File: src/dsp_pkg.sv
// Package for the DER signature pair parser: codes, queue entry type, sizes.
// No dependencies; imported by every module of the block.
`timescale 1ns / 1ps
`default_nettype none
package dsp_pkg;

  localparam logic [7:0] TAG_SEQUENCE = 8'h30;
  localparam logic [7:0] TAG_INTEGER  = 8'h02;

  // parser phases
  localparam logic [2:0] PH_SEQ_TAG = 3'd0;
  localparam logic [2:0] PH_SEQ_LEN = 3'd1;
  localparam logic [2:0] PH_INT_TAG = 3'd2;
  localparam logic [2:0] PH_INT_LEN = 3'd3;
  localparam logic [2:0] PH_INT_VAL = 3'd4;
  localparam logic [2:0] PH_DONE    = 3'd5;
  localparam logic [2:0] PH_ERR_MAL = 3'd6;
  localparam logic [2:0] PH_ERR_NI  = 3'd7;

  // frame status codes
  localparam logic [1:0] ST_OK        = 2'd0;
  localparam logic [1:0] ST_MALFORMED = 2'd1;
  localparam logic [1:0] ST_NOTIMPL   = 2'd2;

  // result kinds
  localparam logic [1:0] KIND_R      = 2'd0;
  localparam logic [1:0] KIND_S      = 2'd1;
  localparam logic [1:0] KIND_STATUS = 2'd2;

  localparam int DSP_FIFO_DEPTH = 4;

  // one queue entry: at most a value byte and a status per input item
  typedef struct packed {
    logic       val_vld;
    logic       which;
    logic [7:0] val;
    logic       st_vld;
    logic [1:0] st;
  } dsp_entry_t;

endpackage
`default_nettype wire

File: src/dsp_front.sv
// Front end: accepts frame bytes, runs the DER parse state and builds queue entries.
// Depends on dsp_pkg.
`timescale 1ns / 1ps
`default_nettype none
module dsp_front
  import dsp_pkg::*;
(
  input  wire logic       clk,
  input  wire logic       rst_n,
  input  wire logic       acc,
  input  wire logic [7:0] in_byte,
  input  wire logic       frame_end,
  output logic            push,
  output dsp_entry_t      entry
);

  logic [2:0] phase_r, phase_nxt;
  logic [6:0] seq_left_r, seq_left_nxt;
  logic [6:0] int_left_r, int_left_nxt;
  logic       strip_r, strip_nxt;
  logic       which_r, which_nxt;
  logic       swallow_r, swallow_nxt;

  always_comb begin
    phase_nxt    = phase_r;
    seq_left_nxt = seq_left_r;
    int_left_nxt = int_left_r;
    strip_nxt    = strip_r;
    which_nxt    = which_r;
    swallow_nxt  = swallow_r;
    entry        = '0;

    if (swallow_r) begin
      // strip flag doubles as "sequence length still being counted"
      if (strip_r) begin
        if (seq_left_r == 7'd0) phase_nxt = PH_ERR_MAL;
        else seq_left_nxt = seq_left_r - 7'd1;
      end
    end else if (phase_r == PH_SEQ_TAG) begin
      if (in_byte != TAG_SEQUENCE) begin
        swallow_nxt = 1'b1; phase_nxt = PH_ERR_MAL; strip_nxt = 1'b0;
      end else begin
        phase_nxt = PH_SEQ_LEN;
      end
    end else if (phase_r == PH_SEQ_LEN) begin
      if (in_byte[7]) begin
        swallow_nxt = 1'b1; phase_nxt = PH_ERR_NI; strip_nxt = 1'b0;
      end else begin
        seq_left_nxt = in_byte[6:0];
        phase_nxt    = PH_INT_TAG;
      end
    end else if (seq_left_r == 7'd0) begin
      swallow_nxt = 1'b1; phase_nxt = PH_ERR_MAL; strip_nxt = 1'b0;
    end else begin
      seq_left_nxt = seq_left_r - 7'd1;
      unique case (phase_r)
        PH_INT_TAG: begin
          if (in_byte != TAG_INTEGER) begin
            swallow_nxt = 1'b1; phase_nxt = PH_ERR_MAL; strip_nxt = 1'b1;
          end else begin
            phase_nxt = PH_INT_LEN;
          end
        end
        PH_INT_LEN: begin
          if (in_byte[7]) begin
            swallow_nxt = 1'b1; phase_nxt = PH_ERR_NI; strip_nxt = 1'b1;
          end else if (in_byte == 8'd0 || in_byte[6:0] > seq_left_nxt) begin
            swallow_nxt = 1'b1; phase_nxt = PH_ERR_MAL; strip_nxt = 1'b1;
          end else begin
            int_left_nxt = in_byte[6:0];
            strip_nxt    = 1'b1;
            phase_nxt    = PH_INT_VAL;
          end
        end
        PH_INT_VAL: begin
          int_left_nxt = int_left_r - 7'd1;
          // the final byte of an integer is always sent, even if zero
          if (!(strip_r && in_byte == 8'd0 && int_left_nxt != 7'd0)) begin
            strip_nxt     = 1'b0;
            entry.val_vld = 1'b1;
            entry.which   = which_r;
            entry.val     = in_byte;
          end
          if (int_left_nxt == 7'd0) begin
            strip_nxt = 1'b0;
            if (!which_r) begin
              which_nxt = 1'b1;
              phase_nxt = PH_INT_TAG;
            end else begin
              phase_nxt = PH_DONE;
            end
          end
        end
        default: begin
          // done but bytes still declared: size mismatch
          swallow_nxt = 1'b1; phase_nxt = PH_ERR_MAL; strip_nxt = 1'b0;
        end
      endcase
    end

    if (frame_end) begin
      entry.st_vld = 1'b1;
      if (swallow_nxt) begin
        if (strip_nxt && seq_left_nxt != 7'd0) entry.st = ST_MALFORMED;
        else if (phase_nxt == PH_ERR_NI)       entry.st = ST_NOTIMPL;
        else                                   entry.st = ST_MALFORMED;
      end else if (phase_nxt == PH_DONE && seq_left_nxt == 7'd0) begin
        entry.st = ST_OK;
      end else begin
        entry.st = ST_MALFORMED;
      end
      phase_nxt    = PH_SEQ_TAG;
      seq_left_nxt = 7'd0;
      int_left_nxt = 7'd0;
      strip_nxt    = 1'b0;
      which_nxt    = 1'b0;
      swallow_nxt  = 1'b0;
    end
  end

  assign push = acc && (entry.val_vld || entry.st_vld);

  always_ff @(posedge clk) begin
    if (!rst_n) begin
      phase_r    <= PH_SEQ_TAG;
      seq_left_r <= 7'd0;
      int_left_r <= 7'd0;
      strip_r    <= 1'b0;
      which_r    <= 1'b0;
      swallow_r  <= 1'b0;
    end else if (acc) begin
      phase_r    <= phase_nxt;
      seq_left_r <= seq_left_nxt;
      int_left_r <= int_left_nxt;
      strip_r    <= strip_nxt;
      which_r    <= which_nxt;
      swallow_r  <= swallow_nxt;
    end
  end

endmodule
`default_nettype wire

File: src/dsp_fifo.sv
// Short queue of parse entries between the front end and the result stage.
// Depends on dsp_pkg.
`timescale 1ns / 1ps
`default_nettype none
module dsp_fifo
  import dsp_pkg::*;
#(
  parameter int DEPTH = DSP_FIFO_DEPTH
) (
  input  wire logic clk,
  input  wire logic rst_n,
  input  wire logic push,
  input  dsp_entry_t wr_entry,
  input  wire logic pop,
  output logic      full,
  output logic      nempty,
  output dsp_entry_t head
);

  localparam int AW = (DEPTH > 1) ? $clog2(DEPTH) : 1;
  localparam int CW = $clog2(DEPTH + 1);

  dsp_entry_t      mem_r [DEPTH];
  logic [AW-1:0]   wr_ptr_r, wr_ptr_nxt;
  logic [AW-1:0]   rd_ptr_r, rd_ptr_nxt;
  logic [CW-1:0]   count_r, count_nxt;

  assign full   = (count_r == CW'(DEPTH));
  assign nempty = (count_r != '0);
  assign head   = mem_r[rd_ptr_r];

  always_comb begin
    wr_ptr_nxt = wr_ptr_r;
    rd_ptr_nxt = rd_ptr_r;
    count_nxt  = count_r;
    if (push) wr_ptr_nxt = (wr_ptr_r == AW'(DEPTH - 1)) ? '0 : wr_ptr_r + 1'b1;
    if (pop)  rd_ptr_nxt = (rd_ptr_r == AW'(DEPTH - 1)) ? '0 : rd_ptr_r + 1'b1;
    if (push && !pop)      count_nxt = count_r + 1'b1;
    else if (pop && !push) count_nxt = count_r - 1'b1;
  end

  always_ff @(posedge clk) begin
    if (!rst_n) begin
      wr_ptr_r <= '0;
      rd_ptr_r <= '0;
      count_r  <= '0;
    end else begin
      wr_ptr_r <= wr_ptr_nxt;
      rd_ptr_r <= rd_ptr_nxt;
      count_r  <= count_nxt;
    end
  end

  always_ff @(posedge clk) begin
    if (push) mem_r[wr_ptr_r] <= wr_entry;
  end

endmodule
`default_nettype wire

File: src/dsp_back.sv
// Result stage: splits queue entries into value-byte and status items on the output.
// Depends on dsp_pkg.
`timescale 1ns / 1ps
`default_nettype none
module dsp_back
  import dsp_pkg::*;
(
  input  wire logic        clk,
  input  wire logic        rst_n,
  input  wire logic        q_nempty,
  input  dsp_entry_t       q_head,
  output logic             q_pop,
  output logic             out_tvalid,
  input  wire logic        out_tready,
  output logic [15:0]      out_tdata,
  output logic [1:0]       out_tuser,
  output logic             out_tlast
);

  dsp_entry_t  work_r, work_nxt, work_after;
  logic        oval_r, oval_nxt;
  logic [1:0]  okind_r, okind_nxt;
  logic [7:0]  obyte_r, obyte_nxt;
  logic [1:0]  ost_r, ost_nxt;
  logic        olast_r, olast_nxt;
  logic        out_free, take;

  assign out_free = !oval_r || out_tready;
  assign take     = out_free && (work_r.val_vld || work_r.st_vld);

  always_comb begin
    work_after = work_r;
    okind_nxt  = okind_r;
    obyte_nxt  = obyte_r;
    ost_nxt    = ost_r;
    olast_nxt  = olast_r;
    oval_nxt   = oval_r && !out_tready;
    if (take) begin
      oval_nxt = 1'b1;
      if (work_r.val_vld) begin
        okind_nxt          = work_r.which ? KIND_S : KIND_R;
        obyte_nxt          = work_r.val;
        ost_nxt            = ST_OK;
        olast_nxt          = 1'b0;
        work_after.val_vld = 1'b0;
      end else begin
        okind_nxt         = KIND_STATUS;
        obyte_nxt         = 8'd0;
        ost_nxt           = work_r.st;
        olast_nxt         = 1'b1;
        work_after.st_vld = 1'b0;
      end
    end
    // refill the working entry once it is about to run dry
    q_pop    = q_nempty && !work_after.val_vld && !work_after.st_vld;
    work_nxt = q_pop ? q_head : work_after;
  end

  always_ff @(posedge clk) begin
    if (!rst_n) begin
      work_r.val_vld <= 1'b0;
      work_r.st_vld  <= 1'b0;
      oval_r         <= 1'b0;
    end else begin
      work_r         <= work_nxt;
      oval_r         <= oval_nxt;
    end
  end

  always_ff @(posedge clk) begin
    okind_r      <= okind_nxt;
    obyte_r      <= obyte_nxt;
    ost_r        <= ost_nxt;
    olast_r      <= olast_nxt;
  end

  assign out_tvalid = oval_r;
  assign out_tdata  = {6'd0, ost_r, obyte_r};
  assign out_tuser  = okind_r;
  assign out_tlast  = olast_r;

endmodule
`default_nettype wire

File: src/der_signature_pair_parser.sv
// An accepted item goes through the queue, the working entry and the output registers to out_*.
// Throughput: one item per cycle while out_tready is high and items give at most one
// result each; the final byte of a frame can give a value byte and a status, which leave
// as two output items, absorbed by the FIFO_DEPTH-entry queue between parser and result stage.
// Reset: synchronous, active low; parser returns to expecting a sequence tag, queue empties.
`timescale 1ns / 1ps
`default_nettype none
module der_signature_pair_parser
  import dsp_pkg::*;
#(
  parameter int FIFO_DEPTH = DSP_FIFO_DEPTH
) (
  input  wire logic        clk,
  input  wire logic        rst_n,
  input  wire logic        in_tvalid,
  output logic             in_tready,
  input  wire logic [7:0]  in_tdata,   // [7:0] in_byte
  input  wire logic        in_tlast,   // frame_end
  output logic             out_tvalid,
  input  wire logic        out_tready,
  output logic [15:0]      out_tdata,  // [7:0] value_byte, [9:8] status, rest zero
  output logic [1:0]       out_tuser,  // [1:0] kind
  output logic             out_tlast   // run_last
);

  logic       acc, push, q_full, q_nempty, q_pop;
  dsp_entry_t entry, q_head;

  assign in_tready = !q_full;
  assign acc       = in_tvalid && in_tready;

  dsp_front u_front (
    .clk       (clk),
    .rst_n     (rst_n),
    .acc       (acc),
    .in_byte   (in_tdata),
    .frame_end (in_tlast),
    .push      (push),
    .entry     (entry)
  );

  dsp_fifo #(.DEPTH(FIFO_DEPTH)) u_fifo (
    .clk      (clk),
    .rst_n    (rst_n),
    .push     (push),
    .wr_entry (entry),
    .pop      (q_pop),
    .full     (q_full),
    .nempty   (q_nempty),
    .head     (q_head)
  );

  dsp_back u_back (
    .clk        (clk),
    .rst_n      (rst_n),
    .q_nempty   (q_nempty),
    .q_head     (q_head),
    .q_pop      (q_pop),
    .out_tvalid (out_tvalid),
    .out_tready (out_tready),
    .out_tdata  (out_tdata),
    .out_tuser  (out_tuser),
    .out_tlast  (out_tlast)
  );

endmodule
`default_nettype wire

File: config.mk
export PLATFORM = sky130hd
export DESIGN_NAME = der_signature_pair_parser
export DESIGN_NICKNAME = d
export VERILOG_FILES = /design/src/dsp_pkg.sv /design/src/dsp_front.sv /design/src/dsp_fifo.sv /design/src/dsp_back.sv /design/src/der_signature_pair_parser.sv
export SDC_FILE = /design/constraint.sdc
export NUM_CORES = 1
export LEC_CHECK = 0
export BUFFER_PORTS_ARGS = -buffer_cell sky130_fd_sc_hd__buf_4
export CAP_MARGIN = 20
export CORE_AREA = 2 2 178 127
export CTS_CLUSTER_DIAMETER = 30
export CTS_CLUSTER_SIZE = 25
export DETAILED_ROUTE_END_ITERATION = 10
export DIE_AREA = 0 0 180 129
export PLACE_DENSITY_LB_ADDON = 0.3
export SETUP_SLACK_MARGIN = 0.5
export SYNTH_ARGS = -nofsm -noshare
export SYNTH_HDL_FRONTEND = slang
export SYNTH_SLANG_ARGS = --single-unit
File: constraint.sdc
create_clock -name clk -period 5.35 [get_ports clk]
set_clock_uncertainty 0.2 [all_clocks]
set_input_delay 0.535 -clock clk [delete_from_list [all_inputs] [get_ports clk]]
set_output_delay 0.535 -clock clk [all_outputs]
set_load 0.1 [all_outputs]
Word-level counts from Yosys, hierarchy flattened:

Memories as Yosys holds them, arrays and structs flattened. A register that Yosys moved wholly into a read port is not among the register bits.
Index checks and enable logic that the tools add are counted.

* mux-type cells: 85
* reduce and logical (&&, ||, !) cells: 38
* equality and inequality tests: 17
* add/sub/neg operators: 6
* order comparisons: 1

Operators with widths (number)
* 2-to-1 mux 7 bit: 14
* 2-to-1 mux 10 bit: 6
* 2-to-1 mux 3 bit: 16
* 2-to-1 mux 1 bit: 36
* logical NOT 7 bit: 3
* 2-to-1 mux 2 bit: 8
* case mux 7 bit (2 select lines): 1
* nonzero test 7 bit: 2
* subtractor 7 x 1 -> 7 bit, second input constant: 2
* 2-to-1 mux 13 bit: 1
* == test 3 bit, second input constant: 4
* logical AND 1 bit: 12
* case mux 3 bit (3 select lines): 1
* logical NOT 8 bit: 1
* inequality test 2 bit, second input constant: 4
* inequality test 8 x 2 -> 1 bit, second input constant: 1
* inequality test 8 x 6 -> 1 bit, second input constant: 1
* AND reduction 8 bit: 1
* > comparator 7 bit: 1
* logical NOT 1 bit: 7
* AND reduction 7 bit: 1
* == test 3 x 2 -> 1 bit, second input constant: 2
* inequality test 3 bit, second input constant: 2
* case mux 1 bit (3 select lines): 2
* 10 further kinds: 18

* memories: 1
* RAM bits: 52
* input bits: 13
* logic and storage cells: 167
* register bits: 54

Memory list
* u_fifo.mem_r: depth 4, width 13, rd ports 1, clocked after Yosys merged registers in 1, write ports 1, RTL line dsp_fifo.sv:23 `dsp_entry_t mem_r [DEPTH];`

Logic depth before layout (Yosys ltp):

* depth after elaboration: 21
* depth in mapped cells: 15
* gate-level depth less buffers: 14

Cells and area by module:

From an unflattened synthesis, not the netlist that was laid out.

* cells, all modules: 479
* area, all modules: 5656.7 µm²

By module, submodules not included
* dsp_fifo: instances 1, cells an instance 111, area an instance 2341.0 µm², sequential area each 1741.7 µm²
* dsp_front: instances 1, cells an instance 300, area an instance 2277.2 µm², sequential area each 400.4 µm²
* dsp_back: instances 1, cells an instance 66, area an instance 1028.5 µm², sequential area each 780.7 µm²
* der_signature_pair_parser: instances 1, cells an instance 2, area an instance 10.0 µm², sequential area each 0.0 µm²

Worst setup path before layout:

OpenSTA, ideal clock, no wires.

* path kind: register to register
* from: register u_front.int_left_r[0]
* to: register u_fifo.count_r[2]
* slack: 2.049 ns
* arrival time: 3.031 ns
* cell stages (with the launch flop): 15
* data required time: 5.080 ns
* period minus slack after synthesis: 3.301 ns
* path through: dfxtp_1 inv_1 ha_1 nand2b_1 o41ai_1 nand4_1 a311oi_1 o21ai_1 inv_1 ha_1 inv_1 fa_1 xor2_1 or3_1 a21oi_1

* word-level cells in the longest chain between the ends: 14
* elaborated cells on any way between the ends: 16
* those cells by class: add/sub: 1; mux: 7; reduce/logical: 8

RTL lines
* start: declaration: RTL line dsp_front.sv:19 `logic [6:0] int_left_r, int_left_nxt;`
* start signal: assignment: RTL line dsp_front.sv:134 `int_left_r <= int_left_nxt;`
* subtractor 7 x 1 -> 7 bit (*): RTL line dsp_front.sv:76 `int_left_nxt = int_left_r - 7'd1;`
* nonzero test 7 bit (*): RTL line dsp_front.sv:78 `if (!(strip_r && in_byte == 8'd0 && int_left_nxt != 7'd0)) begin`
* logical AND 1 bit (*): RTL line dsp_front.sv:78
* 2-to-1 mux 10 bit (*): RTL line dsp_front.sv:78
* 2-to-1 mux 10 bit (*): RTL line dsp_front.sv:56 `unique case (phase_r)`
* 2-to-1 mux 10 bit (*): RTL line dsp_front.sv:52 `end else if (seq_left_r == 7'd0) begin`
* 2-to-1 mux 10 bit (*): RTL line dsp_front.sv:45 `end else if (phase_r == PH_SEQ_LEN) begin`
* 2-to-1 mux 10 bit (*): RTL line dsp_front.sv:39 `end else if (phase_r == PH_SEQ_TAG) begin`
* 2-to-1 mux 10 bit (*): RTL line dsp_front.sv:33 `if (swallow_r) begin`
* logical OR 1 bit (*): RTL line dsp_front.sv:121 `assign push = acc && (entry.val_vld || entry.st_vld);`
* logical AND 1 bit (*): RTL line dsp_front.sv:121
* net push: RTL line der_signature_pair_parser.sv:26 `logic acc, push, q_full, q_nempty, q_pop;`
* logical NOT 1 bit: RTL line dsp_fifo.sv:39 `else if (pop && !push) count_nxt = count_r - 1'b1;`
* logical AND 1 bit: RTL line dsp_fifo.sv:39
* nonzero test 2 bit (no line)
* end signal: assignment: RTL line dsp_fifo.sv:50 `count_r <= count_nxt;`
* end: declaration: RTL line dsp_fifo.sv:26 `logic [CW-1:0] count_r, count_nxt;`

The timed path passes the listed nets; every way through them passes the cells marked *.
A chain may end at the register's enable or synchronous reset.

Worst setup path after layout:

Same ends and word-level chain as after synthesis.

==> results.toml <==
[timing]
post-route-period-util_pct = 73.91
worst_slew_pin_slew_ns = 0.9464
timing.hold.ws_ns = 0.3150
rsz0062_at_grt = "no"
drv_slew = 0
tns_ns = 0
fmax_mhz = 252.9
hold_viol = 0
setup_viol = 0
fin_crit_ns = 3.954
slew_headroom_pct = 36.75

[die]
rows = 45
start_util_pct = 25.76
fp.dieH_um = 129
fp.coreArea_mm2 = 0.02145
io-pin-count = 34
die-width_um = 180
die-area_mm2 = 0.02322

[drt]
ant_nets = 0
drt_iter0_drc = 315
wl_met2_um = 5956
viasPerCell = 5.051
wl_met1_um = 6553
wl_um = 13430
drc = 0
wl_met3_um = 799
highest_layer = "met4"
dr.pass1.iters = 5
wl_per_cell_um = 17.08
vias = 3970

[placement]
routabilityCongestion = 0.8836
portBuffers = 27
dp.final_hpwl_um = 9403
dp.cells = 770

[worst_setup_path]
cp_num_buf_inv = 4
cp-startpoint = "u_front.int_left_r[0]"
crit_path_start_kind = "flop"
required_ns = 5.42
critPathCaptureType = "flop"
cpPeakStageDelay_ns = 0.43
cp.arrival_ns = 4.02
crit_chain = "inv_1 -> ha_1 -> nand2b_1 -> o41ai_1 -> nand4_1 -> a311oi_1 -> buf_4 -> o21ai_1 -> inv_1 -> ha_1 -> inv_1 -> fa_1 -> xor2_1 -> or3_1 -> a21oi_1"
crit_fanout = 14
crit_family = "compound AO/OA/AOI/OAI gates"
reg2reg_from = "u_front.int_left_r[0]"
cpMostUsedCell = "inv_1"
critical_path_class = "reg -> reg"
slowest_stage = "fa_1"

[synth]
ys_types = 69
postSynth.asyncResetShare_pct = 0
synthTopCellsByArea = "edfxtp_1 41%, dfxtp_1 12%, mux4_2 5.3%"
synth-edff-count = 76
ys_seq_elements = 108
yosysWarnings = 0
syn_inst = 487
synth.avg_cell_area_um2 = 11.35
ys_seq_area_share_pct = 52.89
synth_top_area_cell = "edfxtp_1"
synth_flop_cell = "edfxtp_1"
syn-cell-area_mm2 = 0.005527
synth_top_area_share_pct = 41.29

[clocking]
cts_hold_buf = 0
post-cts-setup-buffers = 0
cts_resized = 0
clk_latency_ns = 0.35
clock_sink_count = 108
path_clk_slew_ns = 0.08
cts_buffers = 9
cts_tree = "yes"
root_buffer = "clkbuf_16"
cts_buffer_depth = 2
cts_max_level = 3

[worst_hold_path]
worstHoldStart = "rst_n"
min_path_type = "in -> reg"

[cells_and_area]
area_delta_synth_final_pct = 12.79
mostFrequentLayoutCells = "76 x edfxtp_1, 41 x nor2_1, 32 x dfxtp_1, 29 x buf_4, 28 x and2_1"
finalNetCount = 530
fillers = 2178
antenna_cells = 0
drive_gt1_share_pct = 14.09
final_common_cell = "edfxtp_1"
final_cells = 786

[status]
status = "finished, final reports clean"

[power]
powerDensity_mw_per_mm2 = 444.2
total_leakage_power_nw = 2.123
vdd.ir_drop.worst_mv = 0.1748
fin_total_pwr_mw = 2.769

[job]
drv_cap = 0

[grt]
grt_max_degree = 30
grt_pass1_vias = 3744
grt_pass1_wl_um = 20870
antenna_found_initial = 0
track_usage_pct = 11.64
overflow = 0
[synth_stat cells, types with 3 or more instances]
cell      count
edfxtp_1     76
nor2_1       41
dfxtp_1      32
and2_1       28
a21oi_1      26
nand2_1      22
clkbuf_1     20
o21ai_0      18
ha_1         17
nand3_1      17
nor3_1       17
inv_1        15
mux4_2       13
a22oi_1       8
mux2i_1       8
buf_4         7
nor2b_1       7
nand2b_1      6
o31ai_1       6
or3_1         6
a211oi_1      5
a31oi_1       5
and3_1        5
nand3b_1      5
o221ai_1      5
xnor2_1       5
a311oi_1      4
o311ai_0      4
a21o_1        3
buf_2         3
nand4_1       3
nor3b_1       3
nor4_1        3
[metal layers]
metal	up-vias	GRT usage [%]
met5	-	0
met2	147	17.94
met3	14	2.661
met4	0	2.726
met1	1952	16.63
li1	1857	-
[worst paths after layout]
| check | slack [ns] | to | depth (start not counted) |
|---|---|---|---|
| min | 0.32 | u_back.work_r[2] | 3 |
| max reg2reg | 1.40 | u_fifo.count_r[2] | 15 |
| min reg2reg | 0.32 | u_front.int_left_r[6] | 2 |
| max | 1.40 | u_fifo.count_r[2] | 15 |
[where the power goes]
group,switching [mW],internal (mW),leakage [nW]
registers,0.107,1.05,0.967
logic,0.647,0.305,1.01
clock network,0.328,0.328,0.142
[state kept, by name (all words and copies together) (netlist names), 3 cells and up, named ones only]
register            cells
u_fifo.mem_r           52
u_back.obyte_r          8
u_fifo.count_r          3
u_back.work_after      11
u_front.seq_left_r      7
u_front.int_left_r      7
u_front.phase_r         3
[through the flow]
stage | utilization (%) | area [µm²] | setup WS (ns)
after global routing | 29.06 | 6233 | 1.129
after detailed placement | 27.72 | 5947 | 1.457
after global placement | 27.72 | 5947 | 1.665
final | 29.06 | 6233 | 1.396
after CTS | 29.06 | 6233 | 1.412
after floorplan | - | 5545 | 2.049
[cell families after synthesis]
logic type | after synthesis | share of synthesized area (%)
AOI/OAI and AO/OA | 109 | 13.79
DFF | 108 | 52.89
and+or+nand+nor | 173 | 16.84
buffers and inverters | 49 | 4.143
muxes | 22 | 6.950
xor gates and xnor gates | 7 | 1.109
adders and majority gates | 18 | 4.211
other | 1 | 0.06785
[area by class of cell]
cell class	count	area (µm²)	share of cell area, %
clock inverters	7	61.31	0.9835
multi-input cells	335	2394	38.40
flip-flops and latches	108	2923	46.89
inverters	16	60.06	0.9635
clock buffers	9	225.2	3.613
repair buffers	29	217.7	3.493
well taps	282	352.8	5.660
[worst min-delay path, stage by stage]
cell	delay (ns)
buf_4	0.16
o21ai_0	0.08
a21oi_1	0.04
Note: power is estimated with default switching activity, not from simulation.
